**config.mk**
```make
export PLATFORM = sky130hd
export DESIGN_NAME = gdr_ctrl
export DESIGN_NICKNAME = d
export VERILOG_FILES = /design/src/rtl/gdr_pkg.sv /design/src/rtl/gdr_ctrl.sv
export SDC_FILE = /design/constraint.sdc
export NUM_CORES = 1
export LEC_CHECK = 0
export BUFFER_PORTS_ARGS = -buffer_cell sky130_fd_sc_hd__buf_2
export CORE_MARGIN = 3
export CORE_UTILIZATION = 52
export DETAILED_ROUTE_END_ITERATION = 8
export PLACE_DENSITY = 0.78
export SYNTH_ARGS = -nofsm -noshare
export SYNTH_HDL_FRONTEND = slang
export SYNTH_SLANG_ARGS = --single-unit
```
**constraint.sdc**
```tcl
create_clock -name clk -period 2.9 [get_ports clk]
set_clock_uncertainty 0.15 [all_clocks]
set_input_delay 0.29 -clock clk [delete_from_list [all_inputs] [get_ports clk]]
set_output_delay 0.29 -clock clk [all_outputs]
set_load 0.02 [all_outputs]
```
**src/rtl/gdr_pkg.sv**
```systemverilog
`timescale 1ns / 1ps
`default_nettype none
// ----------------------------------------------------------------------------
// gdr_pkg: shared types and constants of the grid DDA ray caster
// Operation codes, controller/datapath command and status, register indexes.
// ----------------------------------------------------------------------------
package gdr_pkg;

  localparam int CFG_DW  = 24;   // widest configuration register
  localparam int DIV_W   = 64;   // divider dividend / quotient width
  localparam int DIVS_W  = 32;   // divider divisor / remainder width
  localparam int ROOT_W  = 32;   // square root result width
  localparam int CELL_W  = 19;   // signed cell coordinate during the walk
  localparam int LEN_W   = 50;   // running ray length, Q.16
  localparam int PROD_W  = 51;   // shared multiplier product
  localparam int MUL_AW  = 33;   // multiplier operand a (signed)
  localparam int MUL_BW  = 18;   // multiplier operand b (signed)

  typedef logic [1:0] cfg_idx_t;
  localparam cfg_idx_t CFG_MAP_WIDTH  = 2'd0;
  localparam cfg_idx_t CFG_MAP_HEIGHT = 2'd1;
  localparam cfg_idx_t CFG_CELL_SIZE  = 2'd2;
  localparam cfg_idx_t CFG_MAX_RAY    = 2'd3;

  localparam logic KIND_LOAD = 1'b0;
  localparam logic KIND_CAST = 1'b1;

  localparam logic SIDE_X = 1'b0;
  localparam logic SIDE_Y = 1'b1;

  typedef enum logic [4:0] {
    OP_NONE,
    OP_DIV_PX,
    OP_DIV_PY,
    OP_DIV_SX,
    OP_SQRT_X,
    OP_MUL_LX,
    OP_MUL_IX,
    OP_DIV_SY,
    OP_SQRT_Y,
    OP_MUL_LY,
    OP_MUL_IY,
    OP_MUL_HX,
    OP_MUL_HY,
    OP_STEP,
    OP_READ,
    OP_CHECK,
    OP_OUT
  } op_t;

  typedef struct packed {
    logic accept;   // input transfer this cycle
    logic go;       // start the unit that op names
    op_t  op;
  } cmd_t;

  typedef struct packed {
    logic done;       // arithmetic unit result ready
    logic can_x;
    logic can_y;
    logic walk_more;  // no wall seen, limit not reached, some axis steps
  } status_t;

endpackage : gdr_pkg
`default_nettype wire

```
**src/rtl/gdr_ctrl.sv**
```systemverilog
`timescale 1ns / 1ps
`default_nettype none
// ----------------------------------------------------------------------------
// gdr_ctrl: controller of the grid DDA ray caster
// Sequences setup divisions, roots and products, the cell walk and the
// result transfer.
// ----------------------------------------------------------------------------
module gdr_ctrl (
  input  logic             clk,
  input  logic             rst_n,
  input  logic             in_valid,
  input  logic             in_kind,
  output logic             in_ready,
  output logic             out_valid,
  input  logic             out_ready,
  output gdr_pkg::cmd_t    cmd,
  input  gdr_pkg::status_t status
);
  import gdr_pkg::*;

  typedef enum logic [2:0] {
    S_IDLE,
    S_START,
    S_WAIT,
    S_STEP,
    S_READ,
    S_CHECK,
    S_EMIT
  } state_t;

  state_t state_r;
  op_t    op_r;
  logic   out_valid_r;
  logic   out_free;
  op_t    op_after;

  function automatic op_t next_op(input op_t op, input logic cx, input logic cy);
    case (op)
      OP_DIV_PX: return OP_DIV_PY;
      OP_DIV_PY: return cx ? OP_DIV_SX : (cy ? OP_DIV_SY : OP_STEP);
      OP_DIV_SX: return OP_SQRT_X;
      OP_SQRT_X: return OP_MUL_LX;
      OP_MUL_LX: return OP_MUL_IX;
      OP_MUL_IX: return cy ? OP_DIV_SY : OP_STEP;
      OP_DIV_SY: return OP_SQRT_Y;
      OP_SQRT_Y: return OP_MUL_LY;
      OP_MUL_LY: return OP_MUL_IY;
      OP_MUL_IY: return OP_STEP;
      OP_MUL_HX: return OP_MUL_HY;
      OP_MUL_HY: return OP_OUT;
      default:   return OP_NONE;
    endcase
  endfunction

  assign out_free  = !out_valid_r || out_ready;
  assign op_after  = next_op(op_r, status.can_x, status.can_y);
  assign in_ready  = state_r == S_IDLE;
  assign out_valid = out_valid_r;

  always_comb begin
    cmd.accept = in_valid && state_r == S_IDLE;
    cmd.go     = state_r == S_START;
    case (state_r)
      S_START, S_WAIT: cmd.op = op_r;
      S_STEP:          cmd.op = OP_STEP;
      S_READ:          cmd.op = OP_READ;
      S_CHECK:         cmd.op = OP_CHECK;
      S_EMIT:          cmd.op = out_free ? OP_OUT : OP_NONE;
      default:         cmd.op = OP_NONE;
    endcase
  end

  always_ff @(posedge clk) begin
    if (!rst_n) begin
      state_r     <= S_IDLE;
      op_r        <= OP_NONE;
      out_valid_r <= 1'b0;
    end else begin
      if (state_r == S_EMIT && out_free) begin
        out_valid_r <= 1'b1;
      end else if (out_ready) begin
        out_valid_r <= 1'b0;
      end
      case (state_r)
        S_IDLE: begin
          if (in_valid && in_kind == KIND_CAST) begin
            op_r    <= OP_DIV_PX;
            state_r <= S_START;
          end
        end
        S_START: state_r <= S_WAIT;
        S_WAIT: begin
          if (status.done) begin
            if (op_after == OP_OUT) begin
              state_r <= S_EMIT;
            end else if (op_after == OP_STEP) begin
              if (status.walk_more) begin
                state_r <= S_STEP;
              end else begin
                op_r    <= OP_MUL_HX;
                state_r <= S_START;
              end
            end else begin
              op_r    <= op_after;
              state_r <= S_START;
            end
          end
        end
        S_STEP: state_r <= S_READ;
        S_READ: state_r <= S_CHECK;
        S_CHECK: begin
          // continue on an empty cell below the limit, else finish
          if (status.walk_more) begin
            state_r <= S_STEP;
          end else begin
            op_r    <= OP_MUL_HX;
            state_r <= S_START;
          end
        end
        S_EMIT: begin
          if (out_free) begin
            state_r <= S_IDLE;
          end
        end
        default: state_r <= S_IDLE;
      endcase
    end
  end

endmodule : gdr_ctrl
`default_nettype wire

```
==> key figures <==
Layout
  • Final nets: 140
  • Final core utilization: 65.2%
  • Ant diodes: 0
  • Post-route cell area: between 900 and 1000 µm²
  • Layout cell share with drive strength beyond 1: 19.2%
  • Area added between synthesis and finish: 10.9%

Placed design
  • DP Area: between 800 and 900 µm²
  • Port bufs: 17
  • DP HPWL: 1610 µm
  • Final RePlAce weighted congestion: 0.876

Floorplan
  • Area of the die: 2070 µm²
  • Initial Util: 58.8%
  • Chip Height: 45.5 µm
  • Num ports: 18
  • Core area: around 1400 µm²
  • # rows: 13
  • Die Span X: 45.5 µm

Route
  • Drt wl/cell: about 16 µm
  • Drt first pass iters: 4
  • Post-DR vias/cell: around 6.6
  • DRT iter0 DRCs: 63
  • DRC errors left: 0
  • Routed wire length: 2340 µm
  • ANT nets after route: 0
  • Total number of vias: 961

Synth
  • Cell variety after synth: 40
  • Seq/Total Area, Yosys: 22.2%
  • Flops & latches, synth: 9
  • Yosys top cell area share: 22.2%
  • Mapped cell area: 813 µm²
  • Leading area contributor after synthesis: dfxtp_1
  • Mapped Cells: 118
  • Largest cells by area after synthesis: dfxtp_1 (22%), a21oi_1 (12%), o21ai_0 (7.4%)
  • Synthesized area per cell: roughly 6.9 µm²
  • Synth warn: 0
  • Synthesized net count: 127

Clock network
  • Cts bufs inserted: 3
  • Hold Buf Count CTS: 0
  • CTS Sinks: 9
  • CTS H-tree lvls: 1
  • Clk_lat worst skew: 0.27 ns
  • Clock Path Buffers: 2
  • Clk pin slew, worst setup/hold paths: 0.06 ns
  • CTS tree: done
  • Root buffer cell: clkbuf_4
  • CTS resizes: 0
  • Setup bufs post-CTS: 0

Global routing
  • GRT busiest layer: met2
  • First-pass GRT wire length: 3880 µm
  • Number of global-route vias before repair: 832
  • Initial antenna violation count: 0
  • Gr ovfl total: 0
  • GRT Util Overall: 25.5%
  • Met2 Resource Use GR: 37.9%
  • Met3 global-route usage: 6.72%
  • Pin count of the biggest net entering global routing: 19
  • Met1 GRT Util: 33.2%

STA
  • Rel. slew slack: 62.8%
  • Setup violators final: 0
  • Final Hold Fails: 0
  • Max Clock Freq: approximately 0.43 GHz
  • Worst-margin pin slew: around 0.56 ns
  • Fin crit share: 79.7%
  • Min Tclk post-route: 2.31 ns
  • Fin. max-slew vios: 0
  • Worst Hold Slack: 0.173 ns
  • RSZ-0062 raised after global routing: false
  • Setup TNS: 0 ns

Worst setup path
  • RR Startpoint: op_r[1]
  • Critical Path Start: state_r[1]
  • Arrival time worst endpoint: 1.87 ns
  • Crit Reg-Reg Endpoint: op_r[0]
  • Max Fanout on Critical Path: 15
  • R2R Setup Slk: 0.60 ns
  • Crit Path Class: reg2out
  • CP endpoint: cmd[1]
  • R2R cell count: 5
  • Crit start category: flop
  • Crit. End Element: output port
  • Req. time, crit path: around 2.5 ns

Hold path
  • Worst Hold Class: in2reg

Run
  • MaxCap Viol Count: 0

Pwr
  • Peak supply drop: 183 µV
  • Pwr dens: approximately 380 nW/µm²
  • Leak: 0.326 nW

Outcome
  • Status: finished, final reports clean
## through the flow
step	setup WS [ns]	cells	power (mW)
5_1_grt	0.429	145	0.368
4_1_cts	0.633	145	0.342
3_5_place_dp	0.658	141	0.242
6_report	0.590	145	0.344
2_1_floorplan	0.876	118	0.214
3_3_place_gp	0.738	141	0.240
## layout by cell type, fill, tap and decap left out, types with 2 or more instances in the layout
| cell type | instances |
|---|---|
| nor3_1 | 6 |
| nand3_1 | 2 |
| nor2_1 | 7 |
| a211oi_1 | 2 |
| inv_1 | 5 |
| dfxtp_1 | 9 |
| o211ai_1 | 2 |
| or3_1 | 2 |
| o21ai_0 | 12 |
| a21oi_1 | 19 |
| and2_1 | 4 |
| clkbuf_4 | 3 |
| a211o_1 | 2 |
| nor2b_1 | 4 |
| a31oi_1 | 2 |
| nand2_1 | 7 |
| o21a_1 | 2 |
| buf_2 | 17 |
## synth_stat cells
| cell type | instances |
|---|---|
| a2111oi_0 | 1 |
| a211o_1 | 2 |
| a211oi_1 | 2 |
| a211oi_2 | 1 |
| a21o_1 | 1 |
| a21oi_1 | 19 |
| a221oi_1 | 1 |
| a311oi_1 | 1 |
| a31oi_1 | 2 |
| and2_1 | 4 |
| and3b_1 | 1 |
| buf_6 | 1 |
| clkbuf_1 | 8 |
| dfxtp_1 | 9 |
| inv_1 | 5 |
| mux2_2 | 1 |
| nand2_1 | 7 |
| nand2b_1 | 1 |
| nand3_1 | 2 |
| nand4_1 | 1 |
| nor2_1 | 7 |
| nor2_2 | 1 |
| nor2b_1 | 4 |
| nor3_1 | 6 |
| nor4b_2 | 1 |
| nor4bb_1 | 1 |
| o2111a_1 | 1 |
| o211ai_1 | 2 |
| o21a_1 | 2 |
| o21ai_0 | 12 |
| o21ai_1 | 1 |
| o21bai_1 | 1 |
| o31ai_1 | 1 |
| o32ai_1 | 1 |
| or2_1 | 1 |
| or2_2 | 1 |
| or2b_1 | 1 |
| or3_1 | 2 |
| or4_1 | 1 |
| or4b_1 | 1 |
## metal layers
layer | vias up | wire length, µm | part of all wire [%]
met1 | 441 | 1010 | 43
li1 | 459 | - | -
met3 | 5 | 252 | 11
met2 | 56 | 1040 | 44
met5 | - | 0 | 0
met4 | 0 | 34 | 1.5
## critical path: stages (launching register included)
cell,delay [ns]
dfxtp_1,0.64
inv_1,0.27
nor2_2,0.35
nand2_1,0.08
o21ai_0,0.08
buf_2,0.19
## state kept, by name, summed over array words and instances (netlist names)
name and count:
op_r 5, out_valid 1, state_r 3
## how the worst min path moves through the flow
stage	startpoint	to	cells after the start
final	rst_n	op_r[0]	3
after global routing	rst_n	state_r[0]	2
after CTS	rst_n	op_r[0]	3
after detailed placement	rst_n	op_r[0]	3
after global placement	rst_n	state_r[0]	2
after floorplan	rst_n	op_r[0]	2
## cell families after synthesis
logic type,share of synthesized area [%]
AOI/OAI and AO/OA,38.9
buffers and inverters,7.38
DFF,22.2
muxes,1.38
and+or+nand+nor,30.2
## area by class of cell
cell class	count	area, µm²
Multi-Input combinational cell	95	573
Fill cell	132	480
Sequential cell	9	180
Timing Repair Buffer	17	85.1
Clock buffer	4	26.3
Inverter	5	18.8
Tap cell	15	18.8
## power breakdown
part | total [mW] | switching, mW | internal (mW)
clock network | 0.101 | 0.0481 | 0.0533
registers | 0.148 | 0.0184 | 0.129
logic | 0.0947 | 0.0570 | 0.0377
total | 0.344 | 0.124 | 0.220
(Power assumes the default switching activity.)
